**config.mk**
```make
export PLATFORM = sky130hd
export DESIGN_NAME = serial_frame_checker_unit
export DESIGN_NICKNAME = d
export VERILOG_FILES = /design/src/rtl/sfc_pkg.sv /design/src/rtl/serial_frame_checker_unit.sv
export SDC_FILE = /design/constraint.sdc
export NUM_CORES = 1
export LEC_CHECK = 0
export BUFFER_PORTS_ARGS = -buffer_cell sky130_fd_sc_hd__clkbuf_2
export CAP_MARGIN = 0
export CORE_UTILIZATION = 55
export CTS_CLUSTER_DIAMETER = 50
export DETAILED_ROUTE_END_ITERATION = 12
export PLACE_DENSITY = 0.76
export REMOVE_ABC_BUFFERS = 1
export SETUP_SLACK_MARGIN = 0.15
export SYNTH_ARGS = -nofsm -noshare
export SYNTH_HDL_FRONTEND = slang
export SYNTH_SLANG_ARGS = --single-unit
```
**constraint.sdc**
```tcl
create_clock -name clk -period 3.2 [get_ports clk]
set_input_delay 0.16 -clock clk [delete_from_list [all_inputs] [get_ports clk]]
set_output_delay 0.16 -clock clk [all_outputs]
set_load 0.1 [all_outputs]
```
**src/rtl/sfc_pkg.sv**
```systemverilog
package sfc_pkg;

  // Default payload store depth
  localparam int MAX_PAYLOAD_DEF = 32;

  // Beat widths
  localparam int RX_W   = 8;
  localparam int OUT_W  = 16;
  localparam int STAT_W = 2;
  localparam int CFG_IDX_W = 2;

  // Configuration register indexes
  localparam logic [CFG_IDX_W-1:0] REG_START_MARKER = 2'd0;
  localparam logic [CFG_IDX_W-1:0] REG_LED_ON_CODE  = 2'd1;
  localparam logic [CFG_IDX_W-1:0] REG_LED_OFF_CODE = 2'd2;

  // Configuration reset values
  localparam logic [7:0] START_MARKER_RST = 8'h53;
  localparam logic [7:0] LED_ON_CODE_RST  = 8'h01;
  localparam logic [7:0] LED_OFF_CODE_RST = 8'h02;

  // Result status codes
  localparam logic [STAT_W-1:0] ST_PAYLOAD  = 2'd0;
  localparam logic [STAT_W-1:0] ST_EMPTY_OK = 2'd1;
  localparam logic [STAT_W-1:0] ST_BAD_SUM  = 2'd2;
  localparam logic [STAT_W-1:0] ST_TOO_LONG = 2'd3;

  // Payload index that carries the indicator command
  localparam int CMD_POS = 3;

endpackage

```
**src/rtl/serial_frame_checker_unit.sv**
```systemverilog
// Channel   | Dir | Beat contents (lowest bit first)
// ----------+-----+--------------------------------------------------------
// s_axis    | in  | tdata: rx_byte[7:0]
// m_axis    | out | tdata: payload_byte[7:0], led_state[8], zeros[15:9];
//           |     | tuser: status[1:0]; tlast: last_of_frame
// cfg       | in  | cfg_index: register index, cfg_data: value; always ready
//
// Bytes are taken back to back while receiving. After a good check byte the
// stored payload replays through the single store read port, each result by
// a registered read, then an output load; input is held off until the last
// one is loaded. Empty, mismatch and too-long frames give one result in the
// cycle after the check byte. rst is synchronous and clears control, config
// and the indicator; the payload store is not cleared. An output stall holds
// the result; bytes other than the check byte are still taken meanwhile.
module serial_frame_checker_unit #(
  parameter int MAX_PAYLOAD = sfc_pkg::MAX_PAYLOAD_DEF
) (
  input  logic                          clk,
  input  logic                          rst,
  // rx_byte[7:0]
  input  logic [sfc_pkg::RX_W-1:0]      s_tdata,
  input  logic                          s_tvalid,
  output logic                          s_tready,
  // payload_byte[7:0], led_state[8], zero fill [15:9]
  output logic [sfc_pkg::OUT_W-1:0]     m_tdata,
  // status[1:0]
  output logic [sfc_pkg::STAT_W-1:0]    m_tuser,
  output logic                          m_tlast,
  output logic                          m_tvalid,
  input  logic                          m_tready,
  input  logic                          cfg_valid,
  output logic                          cfg_ready,
  input  logic [sfc_pkg::CFG_IDX_W-1:0] cfg_index,
  input  logic [7:0]                    cfg_data
);
  import sfc_pkg::*;

  localparam int IDX_W = $clog2(MAX_PAYLOAD);
  localparam logic [7:0] MAX_LEN = 8'(MAX_PAYLOAD);

  // Sequencer states
  localparam logic [2:0] S_IDLE  = 3'd0;
  localparam logic [2:0] S_LEN   = 3'd1;
  localparam logic [2:0] S_DATA  = 3'd2;
  localparam logic [2:0] S_CHECK = 3'd3;
  localparam logic [2:0] S_READ  = 3'd4;
  localparam logic [2:0] S_LOAD  = 3'd5;

  logic [2:0]       state;
  logic [7:0]       start_marker;
  logic [7:0]       led_on_code;
  logic [7:0]       led_off_code;
  logic [7:0]       frame_length;
  logic [7:0]       byte_index;
  logic [7:0]       running_sum;
  logic [7:0]       cmd_byte;
  logic             indicator;
  logic [IDX_W-1:0] play_idx;
  logic [7:0]       rd_data;
  logic [7:0]       store [MAX_PAYLOAD];

  logic [7:0]        out_byte;
  logic              out_led;
  logic [STAT_W-1:0] out_status;
  logic              out_last;
  logic              out_valid;

  logic       in_fire;
  logic       out_free;
  logic       len_ok;
  logic [7:0] expect_sum;
  logic [7:0] index_next;
  logic [7:0] play_count;
  logic       play_last;
  logic       cmd_on;
  logic       cmd_off;

  assign out_free   = !out_valid || m_tready;
  assign s_tready   = (state == S_IDLE) || (state == S_LEN) || (state == S_DATA) ||
                      ((state == S_CHECK) && out_free);
  assign in_fire    = s_tvalid && s_tready;
  assign len_ok     = frame_length <= MAX_LEN;
  assign expect_sum = ~running_sum + 8'd1;
  assign index_next = byte_index + 8'd1;
  assign play_count = {{(8-IDX_W){1'b0}}, play_idx} + 8'd1;
  assign play_last  = play_count == frame_length;
  assign cmd_on     = cmd_byte == led_on_code;
  assign cmd_off    = cmd_byte == led_off_code;
  assign cfg_ready  = 1'b1;

  // Configuration registers
  always_ff @(posedge clk) begin
    if (rst) begin
      start_marker <= START_MARKER_RST;
      led_on_code  <= LED_ON_CODE_RST;
      led_off_code <= LED_OFF_CODE_RST;
    end else if (cfg_valid) begin
      case (cfg_index)
        REG_START_MARKER: start_marker <= cfg_data;
        REG_LED_ON_CODE:  led_on_code  <= cfg_data;
        REG_LED_OFF_CODE: led_off_code <= cfg_data;
        default: ;
      endcase
    end
  end

  // Payload store: write while receiving, registered read for replay
  always_ff @(posedge clk) begin
    if (in_fire && (state == S_DATA) && len_ok) begin
      store[byte_index[IDX_W-1:0]] <= s_tdata;
    end
    rd_data <= store[play_idx];
  end

  // Frame sequencer
  always_ff @(posedge clk) begin
    if (rst) begin
      state        <= S_IDLE;
      frame_length <= '0;
      byte_index   <= '0;
      running_sum  <= '0;
      indicator    <= 1'b0;
      play_idx     <= '0;
    end else begin
      case (state)
        S_IDLE: begin
          if (in_fire && (s_tdata == start_marker)) state <= S_LEN;
        end
        S_LEN: begin
          if (in_fire) begin
            frame_length <= s_tdata;
            byte_index   <= '0;
            running_sum  <= '0;
            state        <= (s_tdata == 8'd0) ? S_CHECK : S_DATA;
          end
        end
        S_DATA: begin
          if (in_fire) begin
            running_sum <= running_sum + s_tdata;
            byte_index  <= index_next;
            if (index_next >= frame_length) state <= S_CHECK;
          end
        end
        S_CHECK: begin
          if (in_fire) begin
            state    <= S_IDLE;
            play_idx <= '0;
            if (len_ok && (s_tdata == expect_sum) && (frame_length != 8'd0)) begin
              state <= S_READ;
              if (frame_length > 8'(CMD_POS)) begin
                if (cmd_on) indicator <= 1'b1;
                else if (cmd_off) indicator <= 1'b0;
              end
            end
          end
        end
        S_READ: begin
          state <= S_LOAD;
        end
        S_LOAD: begin
          if (out_free) begin
            if (play_last) begin
              state <= S_IDLE;
            end else begin
              play_idx <= play_idx + 1'b1;
              state    <= S_READ;
            end
          end
        end
        default: state <= S_IDLE;
      endcase
    end
  end

  // Indicator command byte, captured as it arrives
  always_ff @(posedge clk) begin
    if (in_fire && (state == S_DATA) && (byte_index == 8'(CMD_POS))) begin
      cmd_byte <= s_tdata;
    end
  end

  // Output register
  always_ff @(posedge clk) begin
    if (rst) begin
      out_valid <= 1'b0;
    end else begin
      if (m_tready) out_valid <= 1'b0;
      if (in_fire && (state == S_CHECK)) begin
        if (!len_ok) begin
          out_valid <= 1'b1;
        end else if (s_tdata != expect_sum) begin
          out_valid <= 1'b1;
        end else if (frame_length == 8'd0) begin
          out_valid <= 1'b1;
        end
      end
      if ((state == S_LOAD) && out_free) out_valid <= 1'b1;
    end
  end

  // Output payload fields
  always_ff @(posedge clk) begin
    if (in_fire && (state == S_CHECK)) begin
      out_byte <= '0;
      out_led  <= indicator;
      out_last <= 1'b1;
      if (!len_ok) out_status <= ST_TOO_LONG;
      else if (s_tdata != expect_sum) out_status <= ST_BAD_SUM;
      else out_status <= ST_EMPTY_OK;
    end else if ((state == S_LOAD) && out_free) begin
      out_byte   <= rd_data;
      out_led    <= indicator;
      out_last   <= play_last;
      out_status <= ST_PAYLOAD;
    end
  end

  assign m_tvalid = out_valid;
  assign m_tdata  = {{(OUT_W-9){1'b0}}, out_led, out_byte};
  assign m_tuser  = out_status;
  assign m_tlast  = out_last;

`ifndef SYNTHESIS
  // A check byte always leads to a result or to the replay sequence
  a_check_result: assert property (@(posedge clk) disable iff (rst)
    (in_fire && (state == S_CHECK)) |=> (m_tvalid || (state == S_READ)))
    else $error("check byte gave neither a result nor a replay");

  // Replay never reads past the received length
  a_play_bound: assert property (@(posedge clk) disable iff (rst)
    (state == S_LOAD) |-> (play_count <= frame_length) && len_ok)
    else $error("replay index beyond frame length");

  // The indicator only moves on an accepted check byte or on reset
  a_led_change: assert property (@(posedge clk) disable iff (rst)
    !$stable(indicator) |-> ($past(rst) || $past(in_fire && (state == S_CHECK))))
    else $error("indicator changed outside frame completion");
`endif

endmodule

```
== Yosys cells after proc, flatten, opt, wreduce, memory -nomap -nowiden ==
Memories as Yosys holds them, arrays and structs flattened. A register that Yosys moved wholly into a read port is not among the register bits.
Cells that the tools add are included.

* Flip-flop bits (word level): 78
* Bits in latches: 0
* RAM bits: 256
* ROM bits: 0
* Bits of input ports: 23
* Output and inout bits: 22
* Logic and storage cells: 113
* Memories kept: 1

* $add $sub $neg: 5
* Multiply operators: 0
* Divide/modulo/power cells: 0
* $lt $le $gt $ge: 3
* Equality and inequality tests: 21
* Shifts and indexed selects: 0
* Mux-type cells: 35
* Bitwise logic cells: 1
* Reductions and logical operators: 32

{| class="wikitable"
|+ Memory list
! name !! words !! bits a word !! rd ports !! clocked after memory_dff !! write ports !! line !! RTL
|-
| store || 32 || 8 || 1 || 1 || 1 || serial_frame_checker_unit.sv:60 || <nowiki>logic [7:0] store [MAX_PAYLOAD];</nowiki>
|}

{| class="wikitable"
|+ Operator list
! cell !! count
|-
| $eq 8x8->1 || 4
|-
| $pmux 8 s2 || 2
|-
| $mux 3 || 8
|-
| $mux 8 || 3
|-
| $pmux 3 s6 || 1
|-
| $add 8x1->8 const B || 2
|-
| $logic_not 8->1 || 2
|-
| $mux 5 || 3
|-
| $mux 1 || 13
|-
| $logic_and 1x1->1 || 10
|-
| $ne 2x2->1 const B || 5
|-
| $pmux 5 s2 || 1
|-
| $add 8x8->8 || 1
|-
| $eq 6x8->1 || 1
|-
| $eq 8x2->1 const B || 1
|-
| $ge 8x8->1 || 1
|-
| $gt 8x2->1 const B || 1
|-
| $le 8x6->1 const B || 1
|-
| $mux 2 || 4
|-
| $ne 8x8->1 || 1
|-
| $not 8->8 || 1
|-
| $reduce_and 2->1 || 4
|-
| $reduce_bool 2->1 || 4
|-
| $reduce_bool 8->1 || 1
|-
| other kinds (16) || 22
|}

== Longest topological paths before layout ==
Gate-level depths: netlist of the first run.

* Word-level depth: 9
* Gate-level depth with buffers: 12
* Gate-level depth less buffers: 11

== Worst setup path before layout of the first run ==
OpenSTA, ideal clock, no wires.

* Path kind: register to register
* Start: reg byte_index[4]
* End: reg state[0]
* Library setup time: 74 ps
* Arrival time: 2855 ps
* Setup slack: 270 ps
* Stages on the path, launching flop included: 13
* Clock period less this slack: 2930 ps
* Cells stage by stage: dfxtp_1 > clkbuf_1 > nand3_1 > nor3_1 > nand3_1 > xnor2_1 > ha_1 > and3_1 > nand3_1 > o311ai_0 > o211ai_1 > or3_1 > a31oi_1

* Longest elaborated chain between the ends: 4

{| class="wikitable"
|+ Ends and longest elaborated chain
! what !! line !! RTL
|-
| from (decl) || serial_frame_checker_unit.sv:54 || <nowiki>logic [7:0] byte_index;</nowiki>
|-
| from (signal assigned) || serial_frame_checker_unit.sv:140 || <nowiki>byte_index <= index_next;</nowiki>
|-
| $add 8x1->8 || serial_frame_checker_unit.sv:84 || <nowiki>assign index_next = byte_index + 8'd1;</nowiki>
|-
| $ge 8x8->1 || serial_frame_checker_unit.sv:141 || <nowiki>if (index_next >= frame_length) state <= S_CHECK;</nowiki>
|-
| $ne 2x1->1 (no line) || -- ||
|-
| $reduce_and 6->1 (no line) || -- ||
|-
| to (signal assigned) || serial_frame_checker_unit.sv:134 || <nowiki>state <= (s_tdata == 8'd0) ? S_CHECK : S_DATA;</nowiki>
|-
| to (decl) || serial_frame_checker_unit.sv:49 || <nowiki>logic [2:0] state;</nowiki>
|}

No other way between the ends.
A chain may end at the register's enable or synchronous reset.

== Worst setup path in the final report of the first run ==
* Start: reg byte_index[3]
* End: reg state[0]

Same word-level chain as after synthesis.

==> key figures, run 1 <==
Synth
  – Post-synthesis cell area: 14,400 µm²
  – Post-synth EDFFs: 267
  – Avg Cell Area, Syn: 16.0 µm²
  – Top cells by area, synth: edfxtp_1 (56%), mux4_2 (13%), dfxtp_1 (10%)
  – Mapped Cells: around 900
  – Post-synth top flop: edfxtp_1
  – Synth area leader: edfxtp_1
  – Ys async rst share: 0%
  – Yosys cell types: 63
  – Post-synthesis sequential area ratio: 66.2%
  – Seq cells post-synth: between 300 and 400
  – Warnings from Yosys: 0
  – Share of the synthesized area in the top cell type: 55.8%

Drt
  – Overall routed net length: 31.6 mm
  – Total number of vias: approximately 8,000
  – First-pass iteration count of the detailed router: 5
  – Vias/cell: 6.09
  – Routed wire per std cell: 23.5 µm
  – Number of nets still failing antenna checks after routing: 0
  – Residual DRC: 0
  – Initial drt markers: 794

Placed design
  – IO buf count: 36
  – Placed cell areas: 15,200 µm²
  – Final HPWL DP: approximately 20 mm
  – Routability cong.: 0.859

Cells and area
  – Multi-input logic area: around 4600 µm²
  – Final layout net count: 1,036
  – # fillers: 1,753
  – Ant diodes: 0
  – Share of layout cells above drive strength 1: 24.9%
  – Most frequent cells in the layout: edfxtp_1 (267), nor2_1 (100), mux4_2 (80), dfxtp_1 (73), buf_4 (53)
  – Area Overhead vs Synth: 14.8%
  – Most common cell after layout, fill and taps aside: edfxtp_1
  – Register area: 9520 µm²
  – Cell area after layout: between 15,000 and 20,000 µm²

Global routing
  – Vias in the first global route: ~8,200
  – M3 GR Usage: 3.86%
  – Busiest grt layer: met2
  – Global Route met2 Usage: roughly two fifths
  – Initial antenna violation count: 0
  – Largest net degree at the start of global routing: 60
  – First-pass GRT wire length: 48.2 mm
  – Met1 global-route usage: between 30% and 40%
  – Total GRT Usage: approximately 25%
  – Grt total ovfl: 0

Clocking
  – Longest Clk Path Bufs: 3
  – CTS root buffer: clkbuf_16
  – Worst skew pair latency: 0.52 ns
  – Total CTS buffers: 38
  – H-tree levels: 2
  – Clk sink count: around 340
  – Clock slew at reported path FFs: 0.06 ns
  – TritonCTS clock tree: built

STA
  – Layout Skew: 0.0262 ns
  – Final max-slew violation count: 0
  – Period minus WS final: 2.81 ns
  – Final Hold Fails: 0
  – Setup tns final: 0 ns
  – Worst slew pin tran: around 0.91 ns
  – Ratio of final minimum period to clock period: 87.9%
  – Setup violations, final: 0
  – Slew headroom: 39.2%
  – RSZ-0062 raised after global routing: false
  – Achievable Freq: 355 MHz

Worst setup path
  – Critical path fanouts, max: 6
  – Delay of the slowest critical-path stage: 0.38 ns
  – CP max stage cell: o311ai_1
  – Crit end category: flop
  – Kind of critical path: flop to flop
  – Worst EP required: 3.63 ns
  – Worst path bufs/invs: 0
  – Worst setup SP type: flop
  – Worst path top cell family by delay: simple AND/OR/NAND/NOR gates
  – Cell mode on critical path: nand3_1
  – Crit path arrival time: 3.25 ns
  – CP Cell Sequence: nand3_1, nor3_2, nand3_1, xnor2_1, ha_1, and3_1, nand3_1, o311ai_1, o211ai_1, or3_1, a31oi_1

Die
  – Chip width: 164 µm
  – # rows: 58
  – # IOs: 45
  – Initial core utilization: 56.6%
  – Die ar.: ~27,000 µm²
  – Core Area: about 25,000 µm²
  – DIE HEIGHT: 164 µm

Hold path
  – HP Class: primary input to flop

Power
  – Share of power burned in registers: between 50% and 60%
  – Power Dens Cells: just under 600 nW/µm²
  – VDD IR max: 0.436 mV
  – Power Internal: 7.54 mW
  – Switching Fraction: 22.3%
  – Net Switching: 2.17 mW
  – Clk network pwr share: ~43%
  – Leakage: 5.61 nW
  – Gate power share: 6.4%

Status
  – Run status: finished clean

Flow run
  – Max-cap violations: 0
==> final cells by class <==
| type | instances | area share [%] |
|---|---|---|
| multi-input combinational | 490 | 27.6 |
| inverter | 19 | 0.432 |
| clock buffer | 54 | 6.62 |
| timing repair buffer | 100 | 4.35 |
| sequential | 342 | 57.7 |
| clock inverter | 14 | 0.728 |
| tap | 330 | 2.50 |
==> metal layers <==
layer / vias up / part of all wire [%]
met1: 4121 / 41
met3: 64 / 6.6
met4: 0 / 2.8
met2: 344 / 49
li1: 3680 / -
met5: - / 0
==> repair_timing <==
action | CTS | global route
hold buffers | 8 | 0
setup buffers | 0 | 1
endpoints found under the setup margin | 0 | 3
resized for setup | 0 | 2
endpoints found under the hold margin | 24 | 0
==> power groups by stage <==
stage / clock network (mW) / registers [mW] / logic (mW)
finish: 4.18 / 4.90 / 0.626
global route: 4.38 / 4.90 / 0.678
CTS: 4.23 / 4.89 / 0.619
detailed placement: 0 / 4.99 / 0.606
global placement: 0 / 4.99 / 0.592
floorplan: 0 / 5.01 / 0.369
==> sequential cells by signal (all words and copies together) (netlist names) <==
name	cells
led_off_code	8
m_tuser	2
store	256
byte_index	8
out_led	1
play_idx	5
rd_data	8
frame_length	8
out_byte	8
cmd_byte	8
m_tlast	1
m_tvalid	1
running_sum	8
led_on_code	8
start_marker	8
indicator	1
state	3
==> worst reg2reg max path, cell delays in order, from the launching register on <==
cell and delay [ns]:
dfxtp_1 0.34, nand3_1 0.24, nor3_2 0.26, nand3_1 0.12
xnor2_1 0.16, ha_1 0.30, and3_1 0.17, nand3_1 0.08
o311ai_1 0.38, o211ai_1 0.22, or3_1 0.35, a31oi_1 0.13
==> synthesized netlist by cell type (all sizes together) (3+ instances only) <==
cell     instances
xor2            15
nor3            10
a211o            3
a21o             4
mux2             8
nor2b            8
a211oi           3
o21ai            9
inv             19
and3             4
xnor2           30
buf             20
nand3b           7
or3              8
ha              21
nand2b           9
edfxtp         267
a22oi           10
mux4            80
o2111ai          4
a31oi            6
a21oi           23
o21a             4
a22o             8
or3b             3
nor2           100
or4              8
nand3           17
clkbuf          31
nor4             3
o41ai            3
mux2i           25
dfxtp           75
nand2           17
nand4            7
==> logic make-up (layout without fill, tap and decap cells) <==
family / count (synthesis) / count (layout) / share of synthesized area (%)
flops: 342 / 342 / 66.2
simple gates: 210 / 210 / 7.23
mux: 113 / 113 / 14.9
compound gates: 92 / 92 / 4.62
buf+inv: 70 / 187 / 2.25
xor+xnor: 45 / 45 / 2.74
fa+ha+maj: 22 / 22 / 1.97
other cells: 2 / 8 / 0.0523
==> final timing paths <==
check	from	endpoint	slack, ns	cells after the start
worst max register to register	byte_index[3]	state[0]	0.39	11
worst min-delay path	s_tdata[5]	cmd_byte[5]	0.006	1
worst min register to register	indicator	out_led	0.45	0
worst max-delay path	byte_index[3]	state[0]	0.39	11
==> per-stage QoR <==
step                worst slack [ns]  cells  hold slack, ns  total power [mW]  utilization, %
finish                         0.387   1349         0.00619              9.70            64.9
global route                   0.196   1349          0.0107              9.96            64.9
detailed placement             0.308   1272           0.427              5.60            59.8
CTS                            0.216   1348         0.00640              9.74            64.9
floorplan                      -1.32    851           0.226              5.38               -
global placement               0.398   1272           0.426              5.58            59.8
No activity file was read; power rests on OpenSTA's default activity.
==> inputs of run 2 (changes only) <==
PLACE_DENSITY = 0.73   (was 0.76)
SKIP_LAST_GASP = 1   (was default)
==> run 2 against run 1 <==
Clock-buffer cell count is 9 lower. Global-route usage up 0.35 points. Final area grew 1.0%. First-iteration DRC count fell by 14%. Sequential power barely moved. Register-to-register slack better by 0.04 ns. Combinational power decreased by 0.6%. Clock power up 8.1%. Sequential share of layout area is 0.59 points lower.
==> key figures, run 2 (synthesis results as in run 1) <==
Clocking
  – Postcts setup bufs: 0 (unchanged)
  – Longest Clk Path Bufs: 3 (unchanged)
  – H-tree levels: 2 (unchanged)
  – TritonCTS clock tree: built
  – Clock slew at reported path FFs: 0.06 ns (about the same)
  – Total CTS buffers: 38 (unchanged)
  – Worst skew pair latency: 0.54 ns (+0.02 ns)
  – CTS root buffer: clkbuf_16
  – Clk sink count: 342 (unchanged)

Drt
  – First-pass iteration count of the detailed router: 5 (unchanged)
  – Uppermost layer routed: met4
  – Met3 routed WL: 2.20 mm (+4.9%)
  – Residual DRC: 0 (unchanged)
  – Vias/cell: 6.02 (-1.1%)
  – Overall routed net length: 32.1 mm (+1.4%)
  – Total number of vias: 8,152 (-0.69%)
  – Routed wire per std cell: 23.7 µm (+1.0%)
  – Met2 routed wirelength: 15.5 mm (-0.18%)
  – M1 WL: 13.4 mm (+2.0%)
  – Initial drt markers: 679 (-14%)
  – Number of nets still failing antenna checks after routing: 0 (unchanged)

Cells and area
  – Utilization after layout: 65.6% (+0.67 points)
  – Register area: 9520 µm² (unchanged)
  – Final layout net count: 1,041 (+0.48%)
  – Multi-input logic area: 4550 µm² (-0.11%)
  – Most frequent cells in the layout: edfxtp_1 (267), nor2_1 (100), mux4_2 (80), dfxtp_1 (73), buf_4 (55)
  – Cell area after layout: 16,700 µm² (+1.0%)
  – Area Overhead vs Synth: 15.9%
  – Share of layout cells above drive strength 1: 25.8% (+0.83 points)
  – Most common cell after layout, fill and taps aside: edfxtp_1
  – Max reg flops: 256 (unchanged)
  – # fillers: 1,745 (-0.46%)
  – Ant diodes: 0 (unchanged)
  – Fin cells: 1,355 (+0.44%)

Global routing
  – Grt total ovfl: 0 (unchanged)
  – Vias in the first global route: 8,286 (+1.5%)
  – Initial antenna violation count: 0 (unchanged)
  – Total GRT Usage: 25.0% (+0.35 points)
  – First-pass GRT wire length: 48.7 mm (+0.89%)
  – Largest net degree at the start of global routing: 37 (-38%)

Power
  – Power Dens Cells: 602 nW/µm² (+2.4%)
  – VDD IR max: 0.579 mV (+33%)
  – Total power: 10.0 mW (+3.4%)
  – Leakage: 5.70 nW (+1.6%)

STA
  – Layout Skew: 0.0314 ns (+0.00522 ns)
  – Ratio of final minimum period to clock period: 86.6% (-1.3 points)
  – Worst hold slack: 0.0861 ns (+0.0799 ns)
  – Final max-slew violation count: 0 (unchanged)
  – Period minus WS final: 2.77 ns (-0.0403 ns)
  – Worst slew pin tran: 0.943 ns (+0.0343 ns)
  – Achievable Freq: 361 MHz (+1.5%)
  – Setup violations, final: 0 (unchanged)
  – Slew headroom: 36.9% (-2.3 points)
  – Final Hold Fails: 0 (unchanged)
  – RSZ-0062 raised after global routing: false

Worst setup path
  – CP max stage cell: dfxtp_1
  – Crit end category: flop
  – RR Endpoint: state[1]
  – R2r setup slk: 0.43 ns (+0.04 ns)
  – Crit path arrival time: 3.18 ns (-0.07 ns)
  – Worst EP required: 3.61 ns (-0.02 ns)
  – Crit path from: byte_index[0]
  – Critical path fanouts, max: 5 (-1)
  – CP Cell Sequence: inv_1, nor3_1, nand3_1, xnor2_1, ha_1, and3_1, a21oi_1, o311ai_1, o211ai_1, nor4_1, a311o_1
  – Launch point of the worst reg-to-reg path: byte_index[0]
  – Kind of critical path: flop to flop
  – Delay of the slowest critical-path stage: 0.41 ns (+0.03 ns)
  – End of the critical path: state[1]
  – R2R depth: 11 (unchanged)
  – Worst setup SP type: flop

Placed design
  – Inst Count DP: 1,277 (+0.39%)
  – Placed cell areas: 15,300 µm² (+0.41%)
  – Final HPWL DP: 20.6 mm (+4.2%)
  – IO buf count: 36 (unchanged)
  – Routability cong.: 0.819 (-4.6%)

Die
  – Chip width: 164 µm (unchanged)
  – # rows: 58 (unchanged)
  – Die ar.: 26,800 µm² (unchanged)
  – DIE HEIGHT: 164 µm (unchanged)
  – Core Area: 25,400 µm² (unchanged)
  – Initial core utilization: 56.6% (unchanged)
  – # IOs: 45 (unchanged)

Hold path
  – HP Class: primary input to flop

Flow run
  – Max-cap violations: 0 (unchanged)

Status
  – Run status: finished clean
run 2: cell types whose count changed in the layout (fill, tap and decap cells not counted), sizes merged:
cell	previous run	this run
buf	56	60
bufinv	1	4
clkbuf	90	81
clkinv	6	11
clkinvlp	2	1
dlygate4sd3	8	9
inv	24	27
run 2: how the worst min path moves through the flow:
| stage | start | endpoint | slack (ns) | depth (start not counted) |
|---|---|---|---|---|
| 2_1_floorplan | rst | state[2] | 0.23 | 1 |
| 3_3_place_gp | cfg_data[1] | led_off_code[1] | 0.41 | 3 |
| 3_5_place_dp | cfg_data[0] | led_on_code[0] | 0.42 | 3 |
| 4_1_cts | s_tdata[7] | cmd_byte[7] | 0.07 | 1 |
| 5_1_grt | s_tdata[7] | cmd_byte[7] | 0.1 | 1 |
| 6_report | s_tdata[7] | cmd_byte[7] | 0.09 | 1 |
run 2: critical path, delay by kind of cell, from the launching register on:
family / cells / cell delay, ns
compound gates: 4 / 0.95
simple gates: 4 / 0.70
flops: 1 / 0.41
fa+ha+maj: 1 / 0.28
xor+xnor: 1 / 0.20
buf+inv: 1 / 0.13
run 2: repair_timing:
action	in CTS	in global routing
gates resized for setup	0	1
endpoints found under the setup margin	0	1
hold buffers	9	0
hold endpoints to repair	25	0
run 2: metal layers:
layer / global-route usage [%] / vias to the layer above
met5: 0 / -
met3: 5.18 / 67
li1: - / 3689
met2: 40.2 / 290
met1: 33.5 / 4106
met4: 9.85 / 0
run 2: power by group:
part	leakage [nW]	internal (mW)	switching (mW)
Combinational	2.04	0.220	0.403
Sequential	3.01	4.84	0.0573
Clock	0.649	2.70	1.82
Total	5.70	7.76	2.28
run 2: metrics by stage:
stage / setup TNS [ns] / setup WS (ns)
2_1_floorplan: -17.62 / -1.32
3_3_place_gp: 0 / 0.413
3_5_place_dp: 0 / 0.351
4_1_cts: 0 / 0.336
5_1_grt: 0 / 0.208
6_report: 0 / 0.427
run 2: cell type report:
cell class,instances,share of cell area [%]
clock buffers,45,6.24
clock inverters,24,1.69
inverters,19,0.428
multi-input cells,490,27.3
flip-flops and latches,342,57.2
well taps,330,2.48
repair buffers,105,4.70
==> inputs of run 3 (changes only) <==
CORE_ASPECT_RATIO = 0.8   (was default)
CTS_BUF_LIST = sky130_fd_sc_hd__clkbuf_4   (was default)
SLEW_MARGIN = 0   (was default)
==> run 3 against run 2 <==
Cell count increased by 7.9%. Utilization decreased by 0.83 points. Maximum frequency about the same. Routed wire length decreased by 0.64%. Via count increased by 3.6%. Largest cell class unchanged. Die area about the same. Register-to-register slack about the same. First-iteration DRC count increased by 11%. Final area decreased by 0.86%. Worst setup slack got worse by 0.0019 ns. Non-clock buffer count increased by 9.
==> key figures, run 3 (synthesis results as in run 1) <==
Status
  – Run status: finished clean

Drt
  – Vias/cell: 5.78 (-4.0%)
  – Initial drt markers: 753 (+11%)
  – Residual DRC: 0 (unchanged)
  – First-pass iteration count of the detailed router: 5 (unchanged)
  – Routed wire per std cell: 21.8 µm (-7.9%)
  – Total number of vias: 8,448 (+3.6%)
  – Overall routed net length: 31.9 mm (-0.64%)
  – Number of nets still failing antenna checks after routing: 0 (unchanged)

Global routing
  – Initial antenna violation count: 1 (+1)
  – Grt total ovfl: 0 (unchanged)
  – Total GRT Usage: 25.1% (+0.12 points)
  – First-pass GRT wire length: 49.6 mm (+1.8%)
  – Largest net degree at the start of global routing: 65 (+76%)
  – Vias in the first global route: 8,627 (+4.1%)

STA
  – Final Hold Fails: 0 (unchanged)
  – Layout Skew: 0.0607 ns (+0.0294 ns)
  – Achievable Freq: 360 MHz (about the same)
  – Worst slew pin tran: 0.859 ns (-0.0839 ns)
  – Slew headroom: 42.5% (+5.6 points)
  – Period minus WS final: 2.77 ns (+0.00186 ns)
  – Final max-slew violation count: 0 (unchanged)
  – RSZ-0062 raised after global routing: false
  – Ratio of final minimum period to clock period: 86.7% (about the same)
  – Setup violations, final: 0 (unchanged)

Clocking
  – H-tree levels: 3 (+1)
  – Worst skew pair latency: 0.74 ns (+0.20 ns)
  – CTS root buffer: clkbuf_4
  – TritonCTS clock tree: built
  – Clock slew at reported path FFs: 0.07 ns (about the same)
  – Clk sink count: 342 (unchanged)
  – Total CTS buffers: 82 (+120%)
  – Longest Clk Path Bufs: 3 (unchanged)

Worst setup path
  – CP Cell Sequence: inv_1, nor3_1, nand3_1, xnor2_1, ha_1, and3_1, nand3_1, o311ai_1, o211ai_1, or3_1, a31oi_1
  – Cell mode on critical path: nand3_1
  – Worst setup SP type: flop
  – Delay of the slowest critical-path stage: 0.43 ns (+0.02 ns)
  – Crit end category: flop
  – CP max stage cell: dfxtp_1
  – Kind of critical path: flop to flop
  – Crit path arrival time: 3.44 ns (+0.26 ns)
  – Critical path fanouts, max: 5 (unchanged)
  – Worst path top cell family by delay: simple AND/OR/NAND/NOR gates
  – Worst path bufs/invs: 1 (unchanged)
  – Worst EP required: 3.87 ns (+0.26 ns)

Flow run
  – Max-cap violations: 0 (unchanged)

Placed design
  – Final HPWL DP: 20.4 mm (-0.84%)
  – IO buf count: 36 (unchanged)
  – Inst Count DP: 1,295 (+1.4%)
  – Routability cong.: 0.904 (+10%)

Die
  – Die ar.: 26,800 µm² (about the same)
  – # IOs: 45 (unchanged)
  – # rows: 52 (-10%)
  – Chip width: 183 µm (+12%)
  – Initial core utilization: 56.4% (-0.23 points)
  – Core Area: 25,500 µm² (+0.41%)
  – DIE HEIGHT: 147 µm (-10%)

Hold path
  – HP Class: primary input to flop

Cells and area
  – Area Overhead vs Synth: 14.9%
  – # fillers: 1,840 (+5.4%)
  – Share of layout cells above drive strength 1: 30.1% (+4.3 points)
  – Register area: 9520 µm² (unchanged)
  – Max reg flops: 256 (unchanged)
  – Final layout net count: 1,094 (+5.1%)
  – Most common cell after layout, fill and taps aside: edfxtp_1
  – Most frequent cells in the layout: edfxtp_1 (267), clkbuf_4 (128), nor2_1 (100), mux4_2 (80), dfxtp_1 (73)
  – Fin cells: 1,462 (+7.9%)
  – Multi-input logic area: 4550 µm² (unchanged)

Power
  – Total power: 9.19 mW (-8.5%)
  – VDD IR max: 0.390 mV (-33%)
  – Power Dens Cells: 556 nW/µm² (-7.7%)
  – Leakage: 5.74 nW (+0.68%)
[run 3: changes by cell type in the layout (fill, tap and decap cells not counted), sizes merged]
cell,before,now
inv,27,23
clkbuf,81,164
dlygate4sd3,9,20
buf,60,58
clkinvlp,1,0
diode,0,1
bufinv,4,2
[run 3: per-stage QoR]
stage               hold slack (ns)  utilization (%)  instance area, µm²  setup WS, ns  TNS [ns]
floorplan                     0.226                -               14100         -1.32    -17.62
global placement              0.426             59.7               15200         0.433         0
detailed placement            0.431             59.7               15200         0.344         0
CTS                          0.0550             64.7               16500         0.326         0
global route                 0.0854             64.8               16500         0.162         0
finish                       0.0766             64.8               16500         0.425         0
[run 3: worst paths after layout]
check                              startpoint     endpoint  slack, ns  cells past startpoint
worst min register to register     rd_data[5]  out_byte[5]       0.45                      1
worst min-delay path                 s_tvalid     state[0]       0.08                      5
worst max register to register  byte_index[0]     state[0]       0.43                     11
worst max-delay path            byte_index[0]     state[0]       0.43                     11
[run 3: per-layer routing]
metal / vias to the layer above / global-route usage, % / part of all wire (%)
li1: 3834 / - / -
met1: 4199 / 36.0 / 44
met2: 360 / 37.2 / 46
met3: 55 / 6.56 / 8.4
met4: 0 / 9.37 / 2.2
met5: - / 0 / 0
[run 3: tightest hold or removal path: stages]
cell	delay, ns
clkbuf_2	0.13
nand2_1	0.07
o311ai_1	0.11
or3b_2	0.21
a31oi_1	0.07
[run 3: timing repair]
action,4_1_cts,5_1_grt
endpoints found under the hold margin,72,0
setup endpoints to repair,0,2
gates resized for setup,0,1
buffers inserted,0,1
hold buffers,20,0
[run 3: power by group]
| group | switching (mW) | total (mW) | internal [mW] |
|---|---|---|---|
| clock | 1.67 | 3.64 | 1.97 |
| combinational | 0.420 | 0.651 | 0.230 |
| sequential | 0.0597 | 4.90 | 4.84 |
[run 3: layout make-up]
class | count | share of cell area, %
Sequential cell | 342 | 57.6
Tap cell | 351 | 2.66
Clock inverter | 17 | 0.712
Inverter | 19 | 0.432
Clock buffer | 128 | 5.82
Timing Repair Buffer | 114 | 5.17
Antenna cell | 1 | 0.0151
Multi-Input combinational cell | 490 | 27.6
